$ cat config.mk
export PLATFORM = sky130hd
export DESIGN_NAME = mnta_ctrl
export DESIGN_NICKNAME = d
export VERILOG_FILES = /design/src/rtl/mnta_pkg.sv /design/src/rtl/mnta_ctrl.sv
export SDC_FILE = /design/constraint.sdc
export NUM_CORES = 1
export LEC_CHECK = 0
export CAP_MARGIN = 25
export CORE_AREA = 2 2 39 41
export CTS_CLUSTER_SIZE = 24
export DETAILED_ROUTE_END_ITERATION = 10
export DIE_AREA = 0 0 41 43
export DONT_BUFFER_PORTS = 1
export SYNTH_ARGS = -nofsm -noshare
export SYNTH_HDL_FRONTEND = slang
export SYNTH_SLANG_ARGS = --single-unit
export TNS_END_PERCENT = 10
$ cat constraint.sdc
create_clock -name clock -period 2.4 [get_ports clock]
set_clock_uncertainty 0.2 [all_clocks]
set_input_delay 0.12 -clock clock [delete_from_list [all_inputs] [get_ports clock]]
set_output_delay 0.12 -clock clock [all_outputs]
set_load 0.05 [all_outputs]
$ cat src/rtl/mnta_pkg.sv
// Package for the masked neighbor temperature average block.
// Holds defaults, register indexes and the controller/datapath signal groups.
// No dependencies.
`timescale 1ns / 1ps

package mnta_pkg;

   localparam int MAX_WIDTH_DEF = 1024;
   localparam int TEMP_BITS_DEF = 16;
   localparam int MAX_HEIGHT    = 1024;

   localparam int SIZE_BITS  = 11;
   localparam int POS_BITS   = 10;
   localparam int ELEM_BITS  = 16;
   localparam int FTEMP_BITS = 16;
   localparam int CSR_IDX_BITS = 8;
   localparam int CSR_DAT_BITS = 16;

   localparam logic [SIZE_BITS-1:0] GRID_WIDTH_RST  = 11'd1024;
   localparam logic [SIZE_BITS-1:0] GRID_HEIGHT_RST = 11'd1024;
   localparam logic [ELEM_BITS-1:0] CENTER_RST      = 16'd0;
   localparam logic [ELEM_BITS-1:0] BARRIER_RST     = 16'd1;

   typedef enum logic [CSR_IDX_BITS-1:0] {
      CSR_GRID_WIDTH      = 8'd0,
      CSR_GRID_HEIGHT     = 8'd1,
      CSR_CENTER_ELEMENT  = 8'd2,
      CSR_BARRIER_ELEMENT = 8'd3
   } csr_index_type;

   // Commands from the controller to the datapath.
   typedef struct packed {
      logic capture;   // latch input transfer, start line store read
      logic update;    // shift window, write line stores, advance position
      logic sum;       // form neighbor sum and count, start divider
      logic out_load;  // load the result register
   } cmd_type;

   // Status from the datapath and divider to the controller.
   typedef struct packed {
      logic emit;      // current cell yields a result
      logic div_done;  // divider finishes this cycle
      logic rsp_free;  // result register may take a new result
   } sts_type;

endpackage

$ cat src/rtl/mnta_ctrl.sv
// Controller state machine: sequences capture, window update, sum, divide, output.
// Depends on mnta_pkg.
`timescale 1ns / 1ps

module mnta_ctrl
   import mnta_pkg::*;
(
   input  logic    clock,
   input  logic    reset,
   input  logic    req_valid,
   output logic    req_ready,
   input  sts_type sts,
   output cmd_type cmd
);
   typedef enum logic [2:0] {
      S_IDLE, S_UPDATE, S_SUM, S_DIV, S_OUT
   } state_type;

   state_type state_ff, state_in;

   // Decode commands and next state.
   always_comb begin
      cmd       = '0;
      req_ready = 1'b0;
      state_in  = state_ff;
      case (state_ff)
         S_IDLE: begin
            req_ready = 1'b1;
            if (req_valid) begin
               cmd.capture = 1'b1;
               state_in    = S_UPDATE;
            end
         end
         S_UPDATE: begin
            cmd.update = 1'b1;
            state_in   = sts.emit ? S_SUM : S_IDLE;
         end
         S_SUM: begin
            cmd.sum  = 1'b1;
            state_in = S_DIV;
         end
         S_DIV: begin
            if (sts.div_done) state_in = S_OUT;
         end
         S_OUT: begin
            if (sts.rsp_free) begin
               cmd.out_load = 1'b1;
               state_in     = S_IDLE;
            end
         end
         default: state_in = S_IDLE;
      endcase
   end

   // Hold state.
   always_ff @(posedge clock) begin
      if (reset) state_ff <= S_IDLE;
      else       state_ff <= state_in;
   end

   a_capture_then_update: assert property (@(posedge clock) disable iff (reset)
      cmd.capture |=> cmd.update) else $error("capture not followed by update");
   a_load_only_free: assert property (@(posedge clock) disable iff (reset)
      cmd.out_load |-> sts.rsp_free) else $error("result register overwritten");
   a_done_in_div: assert property (@(posedge clock) disable iff (reset)
      sts.div_done |-> state_ff == S_DIV) else $error("divider done outside divide");
   a_sum_after_update: assert property (@(posedge clock) disable iff (reset)
      cmd.sum |-> $past(cmd.update) && $past(sts.emit)) else $error("sum without result");

endmodule

==> flow_metrics.env, run 1 <==
export IMPL_max_cap_violations=0
export IMPL_fp_dieH_um=43
export IMPL_slowest_stage="dlygate4sd3_1"
export IMPL_ant_nets=0
export IMPL_path_max_fanout=9
export IMPL_area_growth_syn_to_layout_pct=48.4
export IMPL_crit_chain="mux2i_1, a2bb2oi_1, a211oi_2, dlygate4sd3_1"
export IMPL_netlist_area_um2=230
export IMPL_wirelength_um=554
export IMPL_grt_pass1_wl_um=910
export IMPL_cts_buffers_inserted=3
export IMPL_drcViolationCount=0
export IMPL_worstMarginPinSlew_ns=0.381
export IMPL_drv_slew=0
export IMPL_placedCellCount=44
export IMPL_synthSimpleGateAreaFrac=0.359
export IMPL_clock_fmax_mhz=533
export IMPL_syn_inst=26
export IMPL_cpPeakStageDelay_ns=0.56
export IMPL_cts_resized=0
export IMPL_cts_root_buf="clkbuf_4"
export IMPL_core_area_um2=1380
export IMPL_dr_wl_met3_um=37
export IMPL_layout_min_cycle_time_ns=1.88
export IMPL_start_util=0.166
export IMPL_hpwl_um=370
export IMPL_route_vias_total=218
export IMPL_critPathCaptureType="register"
export IMPL_synth_xor_xnor_area_share=0
export IMPL_hold_violations=0
export IMPL_antenna_found_initial=0
export IMPL_clockBufferDepth=2
export IMPL_critical_path_top_delay_family="buffers and inverters"
export IMPL_run_status="finished, final reports clean"
export IMPL_dr_pass1_iters=2
export IMPL_cp_required_ns=2.38
export IMPL_die_area_um2=1760
export IMPL_synthMuxAreaShare=0.0435
export IMPL_grt_total_usage=0.0802
export IMPL_routedWlPerCell_um=10.7
export IMPL_leakage_nw=0.138
export IMPL_met1_length_um=278
export IMPL_yosys_area_top_type_share=0.261
export IMPL_syn_nets=32
export IMPL_rsz0062_at_grt="no"
export IMPL_synth_compound_area_frac=0.174
export IMPL_cts_sinks=3
export IMPL_startpoint_type="register"
export IMPL_gp_congestion=0.713
export IMPL_grt_max_degree=12
export IMPL_synth_area_leaders="dfxtp_1 26%, buf_6 15%, nor3b_1 9.8%"
export IMPL_first_global_vias=215
export IMPL_max_slew_margin=0.746
export IMPL_via_per_inst=4.19
export IMPL_largestRegisters="state_ff x3"
export IMPL_power_density_nw_per_um2=672
export IMPL_n_antenna_cell=0
export IMPL_drive_gt1_frac=0.444
export IMPL_fin_cells=52
export IMPL_setup_violations=0
export IMPL_avgSynthCellArea_um2=8.85
export IMPL_synth_ff_latch_count=3
export IMPL_yosysSeqAreaShare=0.261
export IMPL_clock_latency_ns=0.23
export IMPL_peakVddDrop_v=0.000270
export IMPL_io_pins=11
export IMPL_yosysUniqueCellTypes=16
export IMPL_grt_overflow_total=0
export IMPL_drtIter0Drc=2
export IMPL_num_rows=14
export IMPL_hp_class="in2reg"
export IMPL_synth_top_cell_by_area="dfxtp_1"
export IMPL_cp_num_buf_inv=1
export IMPL_synth_top_family_by_area="simple AND/OR/NAND/NOR gates"
export IMPL_die_w_um=41
export IMPL_cts_htree_levels=1
export IMPL_top_layer="met3"
export IMPL_synth_adder_area_share=0
export IMPL_finalCritPeriodShare=0.781
export IMPL_nets=43
export IMPL_clk_pin_slew_ns=0.04
export IMPL_regMostFlops="state_ff"
export IMPL_largest_reg_flops=3
export IMPL_path_class="reg2reg"
export IMPL_tritoncts="built"
export IMPL_cp_arrival_ns=1.85
export IMPL_wl_met2_um=238
export IMPL_tns_ns=0
export IMPL_port_buffers=0
export IMPL_synth_warnings=0
-- layout make-up --
class	instances	area, µm²
clock buffer	4	26.3
tap	16	20.0
timing repair buffer	9	77.6
sequential	3	60.1
inverter	1	3.75
multi-input combinational	19	154
fill	157	1040
-- tightest hold or removal path, cell delays in order --
cell and delay [ns]:
and3b_2 0.16, a21oi_1 0.04, nor3_1 0.13
-- cells in the mapped netlist (all sizes together) --
master,n
buf,3
or3,1
a21oi,2
nor4b,1
nor3,3
mux2i,1
o21ai,1
nand2,2
a2bb2oi,1
dfxtp,3
nor3b,3
nor2,1
inv,1
a211oi,1
and3b,1
and2b,1
-- placed cells by master (no fill, tap or decap) --
master / count
dlygate4sd3_1: 4
nor2_1: 1
or3_1: 1
inv_1: 1
nor3_1: 3
nand2_1: 2
and2b_2: 1
and3b_2: 1
buf_4: 5
a21oi_1: 2
clkbuf_1: 1
a2bb2oi_1: 1
clkbuf_4: 3
mux2i_1: 1
dfxtp_1: 3
nor4b_2: 1
nor3b_2: 3
a211oi_2: 1
o21ai_2: 1
-- power breakdown --
| part | leakage (nW) | internal (mW) | switching, mW |
|---|---|---|---|
| clock | 0.0150 | 0.0624 | 0.0275 |
| combinational | 0.0987 | 0.0312 | 0.0430 |
| sequential | 0.0246 | 0.0541 | 0.0114 |
| total | 0.138 | 0.148 | 0.0818 |
-- through the flow --
stage / power, mW / area (µm²) / hold WS, ns / setup slack [ns] / utilization
floorplan: 0.122 / 236 / -0.0154 / 0.314 / -
global placement: 0.132 / 275 / -0.00896 / 0.958 / 0.199
detailed placement: 0.132 / 275 / -0.0109 / 0.921 / 0.199
CTS: 0.235 / 342 / 0.0767 / 0.530 / 0.247
global route: 0.246 / 342 / 0.119 / 0.446 / 0.247
finish: 0.229 / 342 / 0.0696 / 0.525 / 0.247
-- per-layer routing --
metal,vias to the layer above,track usage
met5,-,0
met4,0,0.0400
met3,0,0.0681
met2,6,0.0844
met1,100,0.109
li1,112,-
-- repair_timing --
action	4_1_cts	5_1_grt
hold endpoints to repair	3	0
hold buffers	4	0
endpoints found under the setup margin	0	0
setup buffers	0	0
-- worst paths after layout --
check / cells after the start / slack [ns] / from / to
max: 4 / 0.52 / state_ff[2] / state_ff[2]
min: 3 / 0.07 / sts[2] / state_ff[1]
max reg2reg: 4 / 0.52 / state_ff[2] / state_ff[2]
min reg2reg: 1 / 0.47 / state_ff[2] / state_ff[0]
-- logic make-up after synthesis --
logic type / count (synthesis)
simple gates: 13
flops: 3
buf+inv: 4
compound gates: 5
mux: 1
Power figures use the tool's default switching activity.
==> inputs of run 2 (changes only) <==
- clock period: 2.4 -> 1.5 ns (I/O delays scaled with it)
==> run 2 against run 1 <==
Compared with the run above: register-to-register slack got worse by 0.26 ns; first-iteration DRC count increased to 3.5 times the previous value; largest cell class unchanged; combinational power increased by 98%; critical path depth unchanged; worst setup slack got worse by 0.50 ns; clock power increased by 60%; highest routed layer unchanged; power increased by 70%; worst hold slack got worse by 0.057 ns; sequential share of layout area decreased by 0.92 points; critical path type is now in2out; non-clock buffer count increased by 5; count of clock-buffer cells in the layout unchanged; global-route usage increased by 1.1 points.
==> flow_metrics.env, run 2 (synthesized netlist as in run 1, its figures left out) <==
export IMPL_cp_num_buf_inv=2
export IMPL_nets=48
export IMPL_cts_sinks=3
export IMPL_worstMarginPinSlew_ns=0.229
export IMPL_max_slew_margin=0.848
export IMPL_cts_root_buf="clkbuf_4"
export IMPL_die_area_um2=1760
export IMPL_setup_ws_ns=0.0223
export IMPL_slowest_stage="dlygate4sd3_1"
export IMPL_gp_congestion=0.728
export IMPL_max_cap_violations=0
export IMPL_route_vias_total=246
export IMPL_drtIter0Drc=7
export IMPL_pre_cts_ws_ns=0.189
export IMPL_multi_input_area_um2=160
export IMPL_io_pins=11
export IMPL_startpoint_type="primary input"
export IMPL_largest_reg_flops=3
export IMPL_n_antenna_cell=0
export IMPL_total_power_mw=0.389
export IMPL_grt_max_degree=12
export IMPL_fp_dieH_um=43
export IMPL_rsz0062_at_grt="yes"
export IMPL_hold_violations=0
export IMPL_hpwl_um=437
export IMPL_routedWlPerCell_um=10.8
export IMPL_clockBufferDepth=2
export IMPL_clock_fmax_mhz=677
export IMPL_clk_pin_slew_ns=0.04
export IMPL_num_rows=14
export IMPL_core_area_um2=1380
export IMPL_nFillCells=154
export IMPL_final_util=0.288
export IMPL_area_growth_syn_to_layout_pct=72.8
export IMPL_critical_path_top_delay_family="buffers and inverters"
export IMPL_critPathCaptureType="primary output"
export IMPL_dr_pass1_iters=2
export IMPL_path_class="in2out"
export IMPL_tritoncts="built"
export IMPL_cpPeakStageDelay_ns=0.57
export IMPL_grt_total_usage=0.0912
export IMPL_die_w_um=41
export IMPL_cts_htree_levels=1
export IMPL_first_global_vias=232
export IMPL_setup_violations=0
export IMPL_crit_chain="dlygate4sd3_1, and2b_2, nor3b_4, buf_6"
export IMPL_drive_gt1_frac=0.561
export IMPL_antenna_found_initial=0
export IMPL_seqCellArea_um2=66.3
export IMPL_via_per_inst=4.32
export IMPL_cp_required_ns=1.22
export IMPL_grt_overflow_total=0
export IMPL_port_buffers=0
export IMPL_grt_pass1_wl_mm=1.01
export IMPL_cts_buffers_inserted=3
export IMPL_largestRegisters="state_ff x3"
export IMPL_layout_min_cycle_time_ns=1.48
export IMPL_path_max_fanout=2
export IMPL_start_util=0.166
export IMPL_finalCritPeriodShare=0.985
export IMPL_clock_latency_ns=0.24
export IMPL_hp_class="in2reg"
export IMPL_wirelength_um=616
export IMPL_ant_nets=0
export IMPL_regMostFlops="state_ff"
export IMPL_cp_arrival_ns=1.20
export IMPL_power_density_nw_per_um2=978
export IMPL_drv_slew=0
export IMPL_mostFrequentLayoutCell="buf_4"
export IMPL_run_status="finished, final reports clean"
export IMPL_mostFrequentLayoutCells="8 x buf_4, 5 x dlygate4sd3_1, 3 x nor3_1, 3 x clkbuf_4"
export IMPL_peakVddDrop_v=0.000382
export IMPL_leakage_nw=0.165
export IMPL_drcViolationCount=0
## run 2: cell count changes in the layout (fill, tap and decap cells not counted)
cell,change
buf_4,+3
dfxtp_2,+2
dfxtp_4,+1
nor3b_4,+1
buf_6,+1
dlygate4sd3_1,+1
dfxtp_1,-3
nor3b_2,-1
## run 2: per-layer routing
layer	global-route usage	routed length (µm)	vias to the layer above
li1	-	-	121
met4	0.0400	0	0
met1	0.112	274	115
met3	0.0785	61	0
met2	0.109	280	10
met5	0	0	-
## run 2: per-stage QoR
| step | TNS [ns] | cell area [µm²] | instances | hold WS (ns) |
|---|---|---|---|---|
| floorplan | -0.932 | 246 | 26 | -0.0604 |
| global placement | 0 | 298 | 47 | -0.0575 |
| detailed placement | 0 | 298 | 47 | -0.0584 |
| CTS | 0 | 378 | 56 | 0.00661 |
| global route | -0.0233 | 398 | 57 | 0.00327 |
| finish | 0 | 398 | 57 | 0.0126 |
## run 2: worst paths after layout
path                     from           to  slack [ns]  depth (start not counted)
setup / recovery    req_valid       cmd[3]        0.02                          4
hold / removal      req_valid  state_ff[2]        0.01                          3
setup reg to reg  state_ff[1]  state_ff[2]        0.26                          3
hold reg to reg   state_ff[2]  state_ff[2]        0.35                          2
## run 2: worst reg2reg max path: stages (launching register included)
cell      delay [ns]
dfxtp_2         0.38
or3_1           0.40
o21ai_2         0.07
a211oi_2        0.07
## run 2: repair_timing
item	CTS	global route
hold buffers	5	0
endpoints found under the setup margin	3	1
resized for setup	3	3
setup buffers	0	1
endpoints found under the hold margin	3	0
pin swaps	0	0
cloned	0	0
## run 2: layout make-up
class                      count  area share
timing repair buffer          14       0.305
tap                           16      0.0503
clock buffer                   4      0.0660
sequential                     3       0.167
multi-input combinational     19       0.403
inverter                       1     0.00943
## run 2: power by group
group	switching [mW]	internal [mW]
combinational	0.0825	0.0644
clock	0.0440	0.0998
sequential	0.0110	0.0875
