==> src/rtl/mnta_pkg.sv <==
// Package for the masked neighbor temperature average block.
// Holds defaults, register indexes and the controller/datapath signal groups.
// No dependencies.
`timescale 1ns / 1ps

package mnta_pkg;

   localparam int MAX_WIDTH_DEF = 1024;
   localparam int TEMP_BITS_DEF = 16;
   localparam int MAX_HEIGHT    = 1024;

   localparam int SIZE_BITS  = 11;
   localparam int POS_BITS   = 10;
   localparam int ELEM_BITS  = 16;
   localparam int FTEMP_BITS = 16;
   localparam int CSR_IDX_BITS = 8;
   localparam int CSR_DAT_BITS = 16;

   localparam logic [SIZE_BITS-1:0] GRID_WIDTH_RST  = 11'd1024;
   localparam logic [SIZE_BITS-1:0] GRID_HEIGHT_RST = 11'd1024;
   localparam logic [ELEM_BITS-1:0] CENTER_RST      = 16'd0;
   localparam logic [ELEM_BITS-1:0] BARRIER_RST     = 16'd1;

   typedef enum logic [CSR_IDX_BITS-1:0] {
      CSR_GRID_WIDTH      = 8'd0,
      CSR_GRID_HEIGHT     = 8'd1,
      CSR_CENTER_ELEMENT  = 8'd2,
      CSR_BARRIER_ELEMENT = 8'd3
   } csr_index_type;

   // Commands from the controller to the datapath.
   typedef struct packed {
      logic capture;   // latch input transfer, start line store read
      logic update;    // shift window, write line stores, advance position
      logic sum;       // form neighbor sum and count, start divider
      logic out_load;  // load the result register
   } cmd_type;

   // Status from the datapath and divider to the controller.
   typedef struct packed {
      logic emit;      // current cell yields a result
      logic div_done;  // divider finishes this cycle
      logic rsp_free;  // result register may take a new result
   } sts_type;

endpackage

==> src/rtl/mnta_div.sv <==
// Restoring divider of the neighbor sum by a count of 0..8, one bit a cycle.
// Depends on mnta_pkg.
`timescale 1ns / 1ps

module mnta_div
   import mnta_pkg::*;
#(
   parameter int TEMP_BITS = TEMP_BITS_DEF
) (
   input  logic                 clock,
   input  logic                 reset,
   input  logic                 start,
   input  logic [TEMP_BITS+2:0] dividend,
   input  logic [3:0]           divisor,
   output logic                 done,
   output logic [TEMP_BITS+2:0] quotient
);
   localparam int SW   = TEMP_BITS + 3;
   localparam int CNTW = $clog2(SW + 1);

   logic            busy_ff;
   logic [CNTW-1:0] step_ff;
   logic [SW-1:0]   quo_ff, quo_in;
   logic [3:0]      rem_ff, rem_in;
   logic [3:0]      dvs_ff;
   logic [4:0]      trial;
   logic            ge;

   // One restoring step: shift in the next dividend bit, subtract if it fits.
   always_comb begin
      trial  = {rem_ff, quo_ff[SW-1]};
      ge     = trial >= {1'b0, dvs_ff};
      rem_in = ge ? 4'(trial - {1'b0, dvs_ff}) : trial[3:0];
      quo_in = {quo_ff[SW-2:0], ge};
   end

   assign done     = busy_ff && (step_ff == CNTW'(SW - 1));
   assign quotient = quo_ff;

   // Hold control state.
   always_ff @(posedge clock) begin
      if (reset) begin
         busy_ff <= 1'b0;
         step_ff <= '0;
      end else if (start) begin
         busy_ff <= 1'b1;
         step_ff <= '0;
      end else if (busy_ff) begin
         if (done) busy_ff <= 1'b0;
         step_ff <= step_ff + 1'b1;
      end
   end

   // Advance the operands.
   always_ff @(posedge clock) begin
      if (start) begin
         quo_ff <= dividend;
         rem_ff <= '0;
         dvs_ff <= divisor;
      end else if (busy_ff) begin
         quo_ff <= quo_in;
         rem_ff <= rem_in;
      end
   end

endmodule

==> config.mk <==
export PLATFORM = sky130hd
export DESIGN_NAME = mnta_div
export DESIGN_NICKNAME = d
export VERILOG_FILES = /design/src/rtl/mnta_pkg.sv /design/src/rtl/mnta_div.sv
export SDC_FILE = /design/constraint.sdc
export NUM_CORES = 1
export LEC_CHECK = 0
export ABC_AREA = 1
export BUFFER_PORTS_ARGS = -buffer_cell sky130_fd_sc_hd__buf_4
export CAP_MARGIN = 20
export CORE_MARGIN = 2
export CORE_UTILIZATION = 45
export CTS_CLUSTER_DIAMETER = 60
export CTS_CLUSTER_SIZE = 28
export DETAILED_ROUTE_END_ITERATION = 8
export PLACE_DENSITY = 0.71
export SYNTH_ARGS = -nofsm -noshare
export SYNTH_HDL_FRONTEND = slang
export SYNTH_SLANG_ARGS = --single-unit
==> constraint.sdc <==
create_clock -name clock -period 1.7 [get_ports clock]
set_clock_uncertainty 0.15 [all_clocks]
set_input_delay 0.17 -clock clock [delete_from_list [all_inputs] [get_ports clock]]
set_output_delay 0.17 -clock clock [all_outputs]
set_load 0.05 [all_outputs]
==> flow_metrics.py, run 1 <==
metrics = {
    "grt": {
        "grt_pass1_vias": 1428,
        "grt_max_degree": 21,
        "antenna_found_initial": 0,
        "grt_pass1_wl_mm": 6.16,
        "use_met1_pct": 21.6,
        "overflow": 0,
        "use_met3_pct": 4.68,
        "grt_util_met2_pct": 37.0,
        "grt.busiest_layer": "met2",
        "grt_usage_pct": 20.1,
    },
    "finish": {
        "fillers": 279,
        "num-nets-final": 277,
        "area_delta_synth_final_pct": 47.2,
        "layout-drive-gt1-share_pct": 28.6,
        "n_antenna_cell": 0,
        "final_area_sq_mm": 0.00231,
    },
    "hold_path": {
        "hold_end": "quotient[0]",
        "holdPathStages": 3,
        "hp-start": "dividend[0]",
        "hp-class": "in2reg",
    },
    "setup_path": {
        "crit_family": "flip-flops",
        "cp-start-kind": "flop",
        "crit_type": "reg2out",
        "rrSetupSlack_ps": 120,
        "crit_path_max_incr_delay_ps": 350,
        "cp_num_buf_inv": 2,
        "critPathCaptureType": "output pin",
        "worstPathCellList": "inv_1 -> ha_1 -> nand3_1 -> nor2_2 -> buf_6",
        "timing.rr.start": "quotient[18]",
        "critPathRequiredTime_ps": 1380,
        "reg2reg_depth": 7,
        "path_max_fanout": 4,
        "timing.rr.end": "rem_ff[2]",
        "crit_path_top_delay_cell": "dfxtp_1",
        "crit_arrival_ps": 1290,
    },
    "power_and_ir_drop": {
        "switching_share_pct": 33.3,
        "power_frac_comb_pct": 30.4,
        "p_leak_nw": 1.09,
        "power_frac_clock_pct": 21.6,
        "switching_power_mw": 0.691,
        "power_frac_seq_pct": 48.0,
        "peakVddDrop_mv": 0.534,
        "powerDensity_mw_per_mm2": 900,
        "p_int_mw": 1.39,
        "totalPowerFinal_mw": 2.08,
    },
    "sta": {
        "drv_slew": 0,
        "setup_viol": 0,
        "max_freq_mhz": 622,
        "setup_tns_ps": 0,
        "finalCriticalPeriod_ps": 1610,
        "worst_pin_slew_ps": 291,
        "relSlewSlack_pct": 80.5,
        "period_share_pct": 94.6,
        "timing.hold.ws_ps": 50.5,
        "rsz0062_at_grt": "false",
        "hold_viol": 0,
    },
    "detailed_routing": {
        "wl_mm": 3.77,
        "drc": 0,
        "dr.pass1.iters": 4,
        "via_count": 1384,
        "antenna_left": 0,
        "vias_per_cell": 4.76,
        "drt-initial-drc-count": 33,
        "wl_per_cell_um": 12.9,
    },
    "yosys": {
        "syn-cell-area_sq_mm": 0.00157,
        "ys_types": 24,
        "ys_warn_count": 0,
        "synthCells": 171,
        "synth-seq-cells": 33,
        "avgSynthCellArea_sq_um": 9.17,
        "synth_fp_nets": 204,
        "ys_seq_area_share_pct": 56.8,
    },
    "clock_network": {
        "cts_buffers": 5,
        "cts_root_buffer": "clkbuf_4",
        "clk_pin_slew_ps": 100,
        "h-tree-depth": 2,
        "cts_tree": "yes",
        "clock_latency_ps": 330,
        "cts.path.max_buffers": 2,
        "clock-sinks": 33,
    },
    "placed_design": {
        "place_hpwl_mm": 2.60,
        "io_buffer_count": 45,
        "placed_cell_area_sq_mm": 0.00199,
        "place_congestion": 0.846,
    },
    "die": {
        "die_area_sq_mm": 0.00397,
        "rows": 21,
        "initial_utilization_pct": 47.0,
        "io_pins": 46,
        "die_h_um": 63.0,
        "core_sq_mm": 0.00334,
        "die_x_um": 63.0,
    },
    "run_status": {
        "run_status": "complete, no violations",
    },
    "job": {
        "drv_cap": 0,
    },
}
-- Yosys cell counts --
| master | instances | area, sq um |
|---|---|---|
| nor2_2 | 1 | 6.26 |
| ha_1 | 6 | 75.1 |
| a21oi_1 | 3 | 15.0 |
| a31oi_1 | 2 | 12.5 |
| nor2_4 | 2 | 22.5 |
| dfxtp_1 | 10 | 200 |
| o211ai_1 | 1 | 7.51 |
| fa_1 | 1 | 20.0 |
| nand2_4 | 1 | 11.3 |
| buf_2 | 4 | 20.0 |
| o21a_1 | 1 | 7.51 |
| xor2_1 | 1 | 8.76 |
| nand3_1 | 9 | 45.0 |
| nor3b_1 | 1 | 7.51 |
| nand4_1 | 2 | 12.5 |
| nand2_2 | 1 | 6.26 |
| inv_1 | 17 | 63.8 |
| nand2_1 | 72 | 270 |
| or2_4 | 1 | 8.76 |
| nor2_1 | 7 | 26.3 |
| nor3_1 | 3 | 15.0 |
| edfxtp_1 | 23 | 691 |
| buf_4 | 1 | 7.51 |
| a211oi_1 | 1 | 7.51 |
-- worst register-to-register path, cell delays in order, from the launching register on --
cell	delay, ps
edfxtp_1	390
inv_2	70
ha_4	160
fa_2	340
xor2_1	170
nand2_1	70
nand3_1	80
nand2_1	50
-- final cells by class --
cell class | count | area (sq um) | share of cell area [%]
inverter | 17 | 63.8 | 2.76
sequential | 33 | 893 | 38.7
tap | 46 | 57.6 | 2.49
clock inverter | 2 | 8.76 | 0.379
multi-input combinational | 116 | 627 | 27.2
clock buffer | 6 | 51.3 | 2.22
timing repair buffer | 71 | 607 | 26.3
-- cell families after synthesis --
family	share of synthesized area, %
compound gates	3.19
xor+xnor	0.559
fa+ha+maj	6.07
buf+inv	5.83
flops	56.8
simple gates	27.5
-- timing repair --
item,4_1_cts,5_1_grt
hold buffers,23,0
gates resized for setup,0,6
setup buffers,0,0
setup endpoints to repair,0,5
endpoints found under the hold margin,23,0
-- placed cells by master (no fill, tap or decap), drive strengths merged --
| cell type | count |
|---|---|
| xor2 | 1 |
| nand3 | 9 |
| a21oi | 3 |
| buf | 48 |
| nand4 | 2 |
| dlygate4sd3 | 23 |
| dfxtp | 10 |
| clkinv | 2 |
| a31oi | 2 |
| o21a | 1 |
| nand2 | 74 |
| ha | 6 |
| inv | 17 |
| clkbuf | 6 |
| fa | 1 |
| nor3b | 1 |
| nor2 | 10 |
| nor3 | 3 |
| edfxtp | 23 |
| or2 | 1 |
| a211oi | 1 |
| o211ai | 1 |
-- flip-flops by register name (all words and copies together) (netlist names) --
signal	count
rem_ff	4
busy_ff	1
quotient	19
dvs_ff	4
step_ff	5
-- routing by layer --
metal | up-vias | part of all wire [%]
met5 | - | 0
met4 | 0 | 2.3
met3 | 8 | 3.5
met2 | 27 | 55
met1 | 652 | 39
li1 | 697 | -
-- power groups by stage --
| stage | clock, mW | sequential (mW) | combinational [mW] |
|---|---|---|---|
| after floorplan | 0 | 1.17 | 0.229 |
| after global placement | 0 | 1.01 | 0.560 |
| after detailed placement | 0 | 1.01 | 0.574 |
| after CTS | 0.468 | 0.997 | 0.618 |
| after global routing | 0.508 | 1.01 | 0.684 |
| final | 0.449 | 0.999 | 0.631 |
-- metrics by stage --
stage | utilization, % | setup slack (ps) | std cells
6_report | 69.2 | 91.2 | 291
5_1_grt | 69.2 | 4.75 | 291
4_1_cts | 68.4 | 23.2 | 291
3_5_place_dp | 59.7 | 107 | 260
3_3_place_gp | 59.7 | 172 | 260
2_1_floorplan | - | -111 | 171
-- worst max-delay path by stage --
stage | from | endpoint | cells past startpoint
floorplan | quotient[18] | rem_ff[1] | 6
global placement | dvs_ff[2] | quotient[0] | 6
detailed placement | rem_ff[1] | quotient[0] | 5
CTS | step_ff[1] | done | 4
global route | step_ff[0] | done | 5
finish | step_ff[0] | done | 5
Note: power is estimated with default switching activity, not from simulation.
==> run 2, diff against run 1 <==
--- a/config.mk
+++ b/config.mk
@@ -8,12 +8,14 @@
 export ABC_AREA = 1
 export BUFFER_PORTS_ARGS = -buffer_cell sky130_fd_sc_hd__buf_4
 export CAP_MARGIN = 20
+export CELL_PAD_IN_SITES_DETAIL_PLACEMENT = 0
+export CELL_PAD_IN_SITES_GLOBAL_PLACEMENT = 2
 export CORE_MARGIN = 2
-export CORE_UTILIZATION = 45
+export CORE_UTILIZATION = 30
 export CTS_CLUSTER_DIAMETER = 60
 export CTS_CLUSTER_SIZE = 28
 export DETAILED_ROUTE_END_ITERATION = 8
-export PLACE_DENSITY = 0.71
+export PLACE_DENSITY = 0.88
 export SYNTH_ARGS = -nofsm -noshare
 export SYNTH_HDL_FRONTEND = slang
 export SYNTH_SLANG_ARGS = --single-unit
==> run 2 against run 1 <==
  * Fmax grew 2.6%
  * Highest routed layer unchanged
  * Cell area shrank 6.7%
  * Die area grew 47%
  * Clock power is 26% higher
  * Hold slack lost 40 ps
  * Critical path type is now reg2reg
==> flow_metrics.py, run 2 (synthesized netlist as in run 1, its figures left out) <==
metrics = {
    "run_status": {
        "run_status": "complete, no violations",
    },
    "grt": {
        "antenna_found_initial": 0,
        "grt_pass1_vias": 1287,
        "grt_usage_pct": 12.2,
        "grt_pass1_wl_mm": 5.69,
        "grt_max_degree": 17,
        "use_met3_pct": 3.67,
        "use_met1_pct": 14.5,
        "overflow": 0,
        "grt.busiest_layer": "met2",
        "grt_util_met2_pct": 21.0,
    },
    "sta": {
        "hold_viol": 0,
        "relSlewSlack_pct": 78.6,
        "drv_slew": 0,
        "timing.hold.ws_ps": 10.2,
        "max_freq_mhz": 638,
        "period_share_pct": 92.3,
        "finalCriticalPeriod_ps": 1570,
        "rsz0062_at_grt": "true",
        "setup_viol": 0,
        "setup_tns_ps": 0,
        "worst_pin_slew_ps": 321,
    },
    "setup_path": {
        "path_max_fanout": 6,
        "crit_type": "reg2reg",
        "crit_arrival_ps": 1450,
        "critPathCaptureType": "flop",
        "critPathRequiredTime_ps": 1580,
        "cp-start-kind": "flop",
    },
    "detailed_routing": {
        "antenna_left": 0,
        "wl_per_cell_um": 11.3,
        "dr.pass1.iters": 4,
        "drc": 0,
        "wl_mm": 3.37,
        "vias_per_cell": 4.31,
        "drt-initial-drc-count": 27,
        "via_count": 1285,
    },
    "finish": {
        "layout_common_cells": "nand2_1, buf_4, edfxtp_1",
        "area_delta_synth_final_pct": 37.4,
        "layout_commonest_cell": "nand2_1",
        "layout-drive-gt1-share_pct": 28.9,
        "num-nets-final": 260,
        "final_cells": 298,
        "n_antenna_cell": 0,
        "largest_reg_flops": 19,
    },
    "placed_design": {
        "dp_cells": 285,
        "place_hpwl_mm": 2.49,
        "io_buffer_count": 45,
        "place_congestion": 0.839,
    },
    "die": {
        "core_sq_mm": 0.00507,
        "rows": 26,
        "initial_utilization_pct": 30.9,
        "die_area_sq_mm": 0.00582,
        "die_x_um": 76.3,
        "die_h_um": 76.3,
        "io_pins": 46,
    },
    "clock_network": {
        "clock_latency_ps": 280,
        "clk_pin_slew_ps": 70,
        "cts.path.max_buffers": 2,
        "cts_tree": "yes",
        "h-tree-depth": 2,
        "clock-sinks": 33,
        "cts_root_buffer": "clkbuf_8",
        "cts_buffers": 5,
    },
    "power_and_ir_drop": {
        "powerDensity_mw_per_mm2": 994,
        "totalPowerFinal_mw": 2.14,
        "peakVddDrop_mv": 0.499,
        "p_leak_nw": 1.02,
    },
    "job": {
        "drv_cap": 0,
    },
    "hold_path": {
        "hp-class": "in2reg",
    },
}
==> run 2: changes by cell type in the layout (fill, tap and decap cells not counted), moves of 3 or more <==
cell | previous run | this run
dlygate4sd3_1 | 23 | 5
clkbuf_8 | 1 | 5
clkbuf_1 | 0 | 3
clkbuf_4 | 5 | 0
buf_4 | 46 | 49
==> run 2: power breakdown <==
group	internal (mW)	total [mW]	switching, mW	leakage, nW
clock network	0.291	0.565	0.274	0.0395
logic	0.209	0.578	0.369	0.667
registers	0.949	0.996	0.0476	0.316
==> run 2: timing repair <==
item | in CTS | in global routing
endpoints found under the hold margin | 5 | 0
endpoints found under the setup margin | 0 | 5
buffers inserted | 0 | 0
gates resized for setup | 0 | 2
hold buffers | 5 | 0
==> run 2: worst max-delay path, stage by stage (launching register included) <==
cell	delay, ps
edfxtp_1	430
inv_1	80
ha_1	230
nand2_1	110
nor2_4	50
nor2_4	160
a31oi_1	100
==> run 2: cell type report <==
class | count | area (sq um)
inverters | 17 | 63.8
clock buffers | 8 | 80.1
multi-input cells | 116 | 612
well taps | 70 | 87.6
repair buffers | 54 | 418
fillers | 542 | 2920
flip-flops and latches | 33 | 892
==> run 2: path summary, 6_finish.rpt <==
kind	from	to	slack, ps	cells after the start
max reg2reg	dvs_ff[1]	quotient[0]	130	6
min	dividend[10]	quotient[10]	10	3
min reg2reg	rem_ff[3]	rem_ff[3]	320	2
max	dvs_ff[1]	quotient[0]	130	6
==> run 2: routing by layer <==
metal	part of all wire, %	up-vias
li1	-	663
met1	44	597
met2	51	23
met3	4.1	2
met4	1.0	0
met5	0	-
==> run 2: metrics by stage <==
| stage | util, % | area, sq um | worst slack, ps |
|---|---|---|---|
| 2_1_floorplan | - | 1590 | -111 |
| 3_3_place_gp | 39.8 | 2020 | 151 |
| 3_5_place_dp | 39.8 | 2020 | 107 |
| 4_1_cts | 42.3 | 2150 | 76.2 |
| 5_1_grt | 42.4 | 2150 | -34.9 |
| 6_report | 42.4 | 2150 | 132 |
